$ cat config.mk
export PLATFORM = sky130hd
export DESIGN_NAME = x86_branch_call_filter
export DESIGN_NICKNAME = d
export VERILOG_FILES = /design/src/hdl/x86bcj_pkg.sv /design/src/hdl/x86_branch_call_filter.sv
export SDC_FILE = /design/constraint.sdc
export NUM_CORES = 1
export LEC_CHECK = 0
export BUFFER_PORTS_ARGS = -buffer_cell sky130_fd_sc_hd__clkbuf_2
export CORE_MARGIN = 5
export CORE_UTILIZATION = 40
export CTS_CLUSTER_DIAMETER = 60
export DETAILED_ROUTE_END_ITERATION = 10
export GPL_TIMING_DRIVEN = 0
export SETUP_SLACK_MARGIN = 0.15
export SYNTH_ARGS = -nofsm -noshare
export SYNTH_HDL_FRONTEND = slang
export SYNTH_SLANG_ARGS = --single-unit
$ cat constraint.sdc
create_clock -name clk -period 8.2 [get_ports clk]
set_input_delay 1.64 -clock clk [delete_from_list [all_inputs] [get_ports clk]]
set_output_delay 1.64 -clock clk [all_outputs]
set_load 0.02 [all_outputs]
$ cat src/hdl/x86bcj_pkg.sv
// ----------------------------------------------------------------------------
// x86bcj_pkg
// Constants, types and helpers for the x86 branch/call/jump stream filter.
// ----------------------------------------------------------------------------
package x86bcj_pkg;

  localparam int WinLen    = 5;
  localparam int FifoDepth = 16;
  localparam int FifoAw    = $clog2(FifoDepth);

  localparam logic [7:0]  OPC_MASK   = 8'hFE;  // E8 and E9 differ in bit 0
  localparam logic [7:0]  OPC_CALL   = 8'hE8;
  localparam logic [7:0]  SIGN_ZERO  = 8'h00;
  localparam logic [7:0]  SIGN_ONES  = 8'hFF;
  localparam logic [31:0] POS_BIAS   = 32'd5;  // position of the byte after the call
  localparam logic [1:0]  GAP_MAX    = 2'd3;
  localparam logic [2:0]  MASK_SEEN  = 3'd4;

  // register indexes on the write port
  localparam logic REG_DIRECTION    = 1'b0;
  localparam logic REG_START_OFFSET = 1'b1;

  // which byte of the converted word decides the second correction
  typedef enum logic [1:0] {
    CORR_NONE,
    CORR_B0,
    CORR_B1,
    CORR_B2
  } corr_t;

  // one accepted byte's worth of output, carried down the pipeline
  typedef struct packed {
    logic [WinLen-1:0][7:0] bytes;  // window after insert, head at [0]
    logic [2:0]             cnt;    // bytes to emit, 0..5
    logic                   last;   // tag the final emitted byte
    logic                   conv;   // bytes 1..4 replaced by converted word
    logic                   dir;    // 1 add, 0 subtract
    corr_t                  corr;
    logic [31:0]            cur;    // start offset + 5 + position
    logic [31:0]            val;    // displacement, converted once after stage B
  } rec_t;

  function automatic logic sign_like(input logic [7:0] b);
    sign_like = (b == SIGN_ZERO) || (b == SIGN_ONES);
  endfunction

endpackage

$ cat src/hdl/x86_branch_call_filter.sv
// ----------------------------------------------------------------------------
// x86_branch_call_filter
// Streaming x86 BCJ filter: converts E8/E9 call/jump displacements between
// relative and absolute form, one byte per word on both streams.
// ----------------------------------------------------------------------------
//
//  channel  | dir | payload                         | handshake
//  ---------+-----+---------------------------------+---------------------------
//  s_axis   | in  | tdata[7:0] in_byte, tlast=last  | tvalid/tready
//  m_axis   | out | tdata[7:0] out_byte, tlast=last | tvalid/tready
//  cfg      | in  | idx 0 direction, 1 start_offset | cfg_we, one-cycle write
//
// One input word per cycle while s_axis_tready is high. Each accepted word
// yields 0..5 output words; the total out equals the total in, so one byte
// per cycle sustains end to end while m_axis_tready stays high. Work runs in
// three stages (window/state update, first add, correction add) into a
// 16-entry output FIFO; a word's output is registered in rec_b, then rec_c.
// s_axis_tready is registered and drops while FIFO plus in-flight words
// exceed 11, i.e. while room for a full five-word burst is not guaranteed.
// rst is synchronous, active high; it empties window, pipeline and FIFO.
// ----------------------------------------------------------------------------
module x86_branch_call_filter (
  input  logic        clk,
  input  logic        rst,
  input  logic        s_axis_tvalid,
  output logic        s_axis_tready,
  input  logic [7:0]  s_axis_tdata,   // [7:0] in_byte
  input  logic        s_axis_tlast,
  output logic        m_axis_tvalid,
  input  logic        m_axis_tready,
  output logic [7:0]  m_axis_tdata,   // [7:0] out_byte
  output logic        m_axis_tlast,
  input  logic        cfg_we,
  input  logic        cfg_index,
  input  logic [31:0] cfg_data
);
  import x86bcj_pkg::*;

  // configuration
  logic        direction;
  logic [31:0] start_offset;

  // stream state
  logic [7:0]  win [WinLen];
  logic [2:0]  fill;         // 0..4 between words
  logic [2:0]  opc_mask;
  logic [1:0]  gap;
  logic [31:0] pos5;         // stream position of head plus 5

  // stage A combinational
  logic [7:0]  w [WinLen];
  logic [7:0]  win_next [WinLen];
  logic [2:0]  fill_next;
  logic [2:0]  opc_mask_next;
  logic [1:0]  gap_next;
  logic [31:0] pos5_next;
  logic        examine, is_op, skip, conv, pass;
  logic [2:0]  m;
  logic [7:0]  probe;
  logic [2:0]  cnt_a;
  corr_t       corr_a;
  logic        acc;

  // pipeline
  rec_t        rec_a, rec_b, rec_bv, rec_c;
  logic        vb, vc;

  // output FIFO
  logic [8:0]        fifo [FifoDepth];   // {last, byte}
  logic [FifoAw-1:0] wr_ptr, rd_ptr;
  logic [FifoAw:0]   fcount, fcount_next;
  logic [FifoAw:0]   occ, occ_next;     // FIFO plus words still in flight
  logic              pop;

  // stage C combinational
  logic [31:0] v2;
  logic [7:0]  corr_byte;
  logic [31:0] corr_xor;
  logic        do_corr;
  logic [7:0]  ob [WinLen];

  assign acc = s_axis_tvalid & s_axis_tready;
  assign pop = m_axis_tvalid & m_axis_tready;

  // ---------------- configuration ----------------
  always_ff @(posedge clk) begin
    if (rst) begin
      direction    <= 1'b0;
      start_offset <= '0;
    end else if (cfg_we) begin
      case (cfg_index)
        REG_DIRECTION:    direction    <= cfg_data[0];
        REG_START_OFFSET: start_offset <= cfg_data;
        default: ;
      endcase
    end
  end

  // ---------------- stage A: window and state ----------------
  always_comb begin
    for (int i = 0; i < WinLen; i++) begin
      w[i] = (fill == 3'(i)) ? s_axis_tdata : win[i];
    end
    examine       = (fill == 3'(WinLen - 1));
    is_op         = (w[0] & OPC_MASK) == OPC_CALL;
    win_next      = w;
    fill_next     = fill + 3'd1;
    opc_mask_next = opc_mask;
    gap_next      = gap;
    pos5_next     = pos5;
    m             = '0;
    skip          = 1'b0;
    conv          = 1'b0;
    pass          = 1'b0;
    corr_a        = CORR_NONE;
    cnt_a         = s_axis_tlast ? fill + 3'd1 : 3'd0;

    // byte that vetoes a conversion after a recent opcode
    case (opc_mask[2:1])
      2'd0:    probe = w[1];
      2'd1:    probe = w[2];
      2'd2:    probe = w[3];
      default: probe = w[0];
    endcase

    if (examine) begin
      if (!is_op) begin
        gap_next = (gap == GAP_MAX) ? GAP_MAX : gap + 2'd1;
        pass     = 1'b1;
      end else begin
        gap_next = '0;
        if (gap != GAP_MAX) begin
          m = opc_mask >> gap;
          case (m[2:1])
            2'd0:    probe = w[1];
            2'd1:    probe = w[2];
            2'd2:    probe = w[3];
            default: probe = w[0];
          endcase
          skip = (m != 3'd0) && ((m > 3'd4) || (m == 3'd3) || sign_like(probe));
        end
        if (!skip && sign_like(w[WinLen-1])) begin
          conv = 1'b1;
        end else begin
          pass          = 1'b1;
          opc_mask_next = (m >> 1) | MASK_SEEN;
        end
      end
    end

    if (conv) begin
      fill_next     = '0;
      opc_mask_next = '0;
      pos5_next     = pos5 + 32'(WinLen);
      cnt_a         = 3'(WinLen);
      case (m)
        3'd1:    corr_a = CORR_B0;
        3'd2:    corr_a = CORR_B1;
        3'd4:    corr_a = CORR_B2;
        default: corr_a = CORR_NONE;
      endcase
    end

    if (pass) begin
      for (int i = 0; i < WinLen - 1; i++) begin
        win_next[i] = w[i+1];
      end
      win_next[WinLen-1] = '0;
      fill_next          = 3'(WinLen - 1);
      pos5_next          = pos5 + 32'd1;
      cnt_a              = s_axis_tlast ? 3'(WinLen) : 3'd1;
    end

    // end of stream: everything held is flushed, state starts over
    if (s_axis_tlast) begin
      fill_next     = '0;
      opc_mask_next = '0;
      gap_next      = '0;
      pos5_next     = POS_BIAS;
    end
  end

  // record handed to stage B
  always_comb begin
    for (int i = 0; i < WinLen; i++) begin
      rec_a.bytes[i] = w[i];
    end
    rec_a.cnt  = cnt_a;
    rec_a.last = s_axis_tlast;
    rec_a.conv = conv;
    rec_a.dir  = direction;
    rec_a.corr = corr_a;
    rec_a.cur  = start_offset + pos5;
    rec_a.val  = '0;
  end

  always_ff @(posedge clk) begin
    if (rst) begin
      fill     <= '0;
      opc_mask <= '0;
      gap      <= '0;
      pos5     <= POS_BIAS;
      vb       <= 1'b0;
    end else begin
      vb <= acc;
      if (acc) begin
        fill     <= fill_next;
        opc_mask <= opc_mask_next;
        gap      <= gap_next;
        pos5     <= pos5_next;
      end
    end
  end

  always_ff @(posedge clk) begin
    if (acc) begin
      win   <= win_next;
      rec_b <= rec_a;
    end
  end

  // ---------------- stage B: first conversion ----------------
  always_comb begin
    rec_bv     = rec_b;
    rec_bv.val = rec_b.dir ? rec_b.bytes[4:1] + rec_b.cur
                           : rec_b.bytes[4:1] - rec_b.cur;
  end

  always_ff @(posedge clk) begin
    if (rst) begin
      vc <= 1'b0;
    end else begin
      vc <= vb;
    end
  end

  always_ff @(posedge clk) begin
    if (vb) begin
      rec_c <= rec_bv;
    end
  end

  // ---------------- stage C: second correction ----------------
  always_comb begin
    case (rec_c.corr)
      CORR_B1: begin
        corr_byte = rec_c.val[15:8];
        corr_xor  = 32'h0000_FFFF;
      end
      CORR_B2: begin
        corr_byte = rec_c.val[23:16];
        corr_xor  = 32'h00FF_FFFF;
      end
      default: begin
        corr_byte = rec_c.val[7:0];
        corr_xor  = 32'h0000_00FF;
      end
    endcase
    do_corr = (rec_c.corr != CORR_NONE) && sign_like(corr_byte);
    if (do_corr) begin
      v2 = rec_c.dir ? (rec_c.val ^ corr_xor) + rec_c.cur
                     : (rec_c.val ^ corr_xor) - rec_c.cur;
    end else begin
      v2 = rec_c.val;
    end
    for (int i = 0; i < WinLen; i++) begin
      ob[i] = rec_c.bytes[i];
    end
    if (rec_c.conv) begin
      ob[1] = v2[7:0];
      ob[2] = v2[15:8];
      ob[3] = v2[23:16];
      ob[4] = v2[24] ? SIGN_ONES : SIGN_ZERO;
    end
  end

  // ---------------- output FIFO ----------------
  always_comb begin
    fcount_next = fcount - {{FifoAw{1'b0}}, pop};
    occ_next    = occ - {{FifoAw{1'b0}}, pop};
    if (vc) begin
      fcount_next = fcount_next + (FifoAw + 1)'(rec_c.cnt);
    end
    if (acc) begin
      occ_next = occ_next + (FifoAw + 1)'(cnt_a);
    end
  end

  always_ff @(posedge clk) begin
    if (rst) begin
      wr_ptr        <= '0;
      rd_ptr        <= '0;
      fcount        <= '0;
      occ           <= '0;
      s_axis_tready <= 1'b0;
    end else begin
      fcount        <= fcount_next;
      occ           <= occ_next;
      s_axis_tready <= occ_next <= (FifoAw + 1)'(FifoDepth - WinLen);
      if (pop) begin
        rd_ptr <= rd_ptr + FifoAw'(1);
      end
      if (vc) begin
        wr_ptr <= wr_ptr + FifoAw'(rec_c.cnt);
      end
    end
  end

  always_ff @(posedge clk) begin
    if (vc) begin
      for (int i = 0; i < WinLen; i++) begin
        if (3'(i) < rec_c.cnt) begin
          fifo[wr_ptr + FifoAw'(i)] <= {rec_c.last && (3'(i + 1) == rec_c.cnt), ob[i]};
        end
      end
    end
  end

  assign m_axis_tvalid = (fcount != '0);
  assign m_axis_tdata  = fifo[rd_ptr][7:0];
  assign m_axis_tlast  = fifo[rd_ptr][8];

endmodule

==> flow_summary.yaml <==
critical_path:
  cp-end-kind: "flip-flop"
  start_kind: "flip-flop"
  slowest_delay_ns: 0.89
  path_class: "reg2reg"
  cp_slowest_cell: "a222oi_1"
  crit_chain: "nor2_1, nor4b_1, nor4bb_1, nor2b_1, a21oi_1, xor2_1, ha_1, clkbuf_1, nand2_1, o211ai_1, a21oi_1, a211o_1, o211ai_1, a211oi_1, o31a_1, o21ai_2, o21ai_2, buf_2, a222oi_1"
  cp.required_ns: 8.48
  rrSetupSlack_ns: 1.65
  crit_arrival_ns: 6.83
  cp_max_fo: 10
  r2r_cells: 19
sta:
  fin_skew_ns: 0.0558
  rsz0062_at_grt: "false"
  slew_headroom_pct: 2.42
  drv_slew: 0
  setup_ws_ns: 1.65
  finalSetupViolations: 0
  period_needed_ns: 6.55
  finalHoldViolCount: 0
  period_share_pct: 79.9
  fin_tns_setup_ns: 0
  fmax_mhz: 153
  worst_slew_pin_slew_ns: 1.44
synthesis:
  syn_avg_cell_area_um2: 9.50
  ys_warn_count: 0
  synth_edf_count: 355
  ys_types: 82
  synth.cell_area_um2: 28300
  synth_nets: 3133
  synth-seq-cells: 439
  synth_top_area_share_pct: 37.6
  synth-seq-area-share_pct: 43.5
  synth_common_cells: "nand2_1 (394), edfxtp_1 (355), nor2_1 (311)"
  synth-main-ff-cell: "edfxtp_1"
  synthesis.instances: 2983
  synth.area.top_cells: "edfxtp_1 (38%), dfxtp_1 (5.9%), nand2_1 (5.2%)"
  yosys.area.top_type: "edfxtp_1"
  async_flop_share_pct: 0
  synth_most_common_cell: "nand2_1"
drt:
  ant_nets: 0
  wl_per_cell_um: 25.7
  drt_pre_antenna_iters: 8
  via_count: 24400
  drc: 0
  drtIter0Drc: 2845
  drt_wl_total_um: 105000
  viasPerCell: 6.01
floorplanning:
  die_y_um: 276
  rows: 97
  initial_core_util_pct: 40.4
  core-area_um2: 70100
  io_pins: 58
  die_area_um2: 76300
  die_x_um: 276
clock_tree:
  clk_pin_slew_ns: 0.06
  hold_buffers: 0
  clock_path_buffers: 3
  clock_latency_ns: 0.65
  post_cts_buffers: 0
  cts_buffers: 51
  h-tree-depth: 2
  cts.sinks: 439
  clockRootBuffer: "clkbuf_16"
  cts_tree: "done"
  cts-resized-gates: 0
global_route:
  antenna_found_initial: 7
  track_usage_pct: 26.3
  grt_max_degree: 76
  grt_pass1_wl_um: 153000
  grt_pass1_vias: 23100
  gr-total-overflow: 0
finish:
  register_area_um2: 12300
  syn_to_final_growth_pct: 11.3
  drive_above_1_share_pct: 8.06
  nets: 3236
  multiInputGateArea_um2: 14900
  nFillCells: 6860
run:
  maxCapViolCount: 0
placement:
  pre_cts_slack_ns: 1.81
  gp_congestion: 1.05
  io_buffers: 47
  hpwl_um: 84000
min_path:
  holdPathStages: 0
  hp-class: "reg2reg"
power:
  leakage_nw: 11.5
  ir_worst_vdd_mv: 0.272
  powerDensity_nw_per_um2: 244
outcome:
  status: "finished clean"
power breakdown:
part           leakage, nW  switching, mW  internal [mW]  total, mW
sequential            3.93          0.188           2.75       2.94
combinational         6.75           1.55          0.940       2.49
clock                0.820          0.968           1.30       2.26
sequential cells by signal, indices dropped and copies added (netlist names), 4 cells and up, named ones only:
| name | cells |
|---|---|
| pos5 | 25 |
| rd_ptr | 4 |
| win | 40 |
| fifo | 144 |
| wr_ptr | 4 |
| rec_b | 73 |
| fcount | 5 |
| rec_c | 90 |
| ob | 8 |
| start_offset | 25 |
| occ | 5 |
kinds of logic after synthesis:
family / share of synthesized area, %
AND/OR/NAND/NOR: 15.2
AO/OA/AOI/OAI: 18.6
flip-flops: 43.5
buffers and inverters: 3.97
multiplexers: 8.81
XOR/XNOR: 5.13
adder cells (fa/ha/maj): 4.74
layout make-up:
class / count / share of cell area [%]
multi-input cells: 2260 / 47.2
flip-flops and latches: 439 / 39.1
clock buffers: 60 / 4.18
well taps: 940 / 3.73
plain buffers: 172 / 2.24
inverters: 112 / 1.35
clock inverters: 34 / 1.21
repair buffers: 50 / 0.944
diodes: 1 / 0.00793
final timing paths:
kind,to,startpoint
max,fifo[3][4],rec_c[35]
min,rec_c[110],rec_b[110]
max reg2reg,fifo[3][4],rec_c[35]
min reg2reg,rec_c[110],rec_b[110]
stage by stage:
| step | instances | util (%) | power, mW | hold slack, ns | area, µm² |
|---|---|---|---|---|---|
| floorplan | 2983 | - | 4.66 | 0.400 | 28300 |
| global placement | 3970 | 42.4 | 5.44 | 0.403 | 29800 |
| detailed placement | 3973 | 42.5 | 5.43 | 0.405 | 29800 |
| CTS | 4067 | 45.0 | 7.71 | 0.419 | 31500 |
| global route | 4067 | 45.0 | 8.07 | 0.423 | 31500 |
| finish | 4068 | 45.0 | 7.69 | 0.418 | 31500 |
critical path: cells and delay by family, from the launching register on:
kind | cells | cell delay [ns]
AO/OA/AOI/OAI | 10 | 2.98
XOR/XNOR | 1 | 0.17
flip-flops | 1 | 0.46
adder cells (fa/ha/maj) | 1 | 0.28
buffers and inverters | 2 | 0.57
AND/OR/NAND/NOR | 5 | 1.71
layer usage:
| metal | up-vias | global-route usage (%) | share of wire (%) |
|---|---|---|---|
| met1 | 11600 | 35.5 | 42 |
| met4 | 8 | 11.9 | 5.4 |
| met5 | - | 0 | 0.055 |
| li1 | 11300 | - | - |
| met3 | 274 | 4.54 | 8.2 |
| met2 | 1221 | 41.6 | 45 |
cells in the final DEF, fill, tap and decap left out, types with 66 or more instances in the layout:
cell      Yosys  final
a21oi_1     237    237
clkbuf_1    122    130
dfxtp_1      84     83
edfxtp_1    355    355
ha_1         97     97
inv_1       110    110
mux2i_1     119    118
nand2_1     394    394
nand3_1      66     66
nor2_1      311    311
o211ai_1     75     75
o21ai_0     165    165
xnor2_1      75     75
xor2_1       91     91
Power figures use the tool's default switching activity.
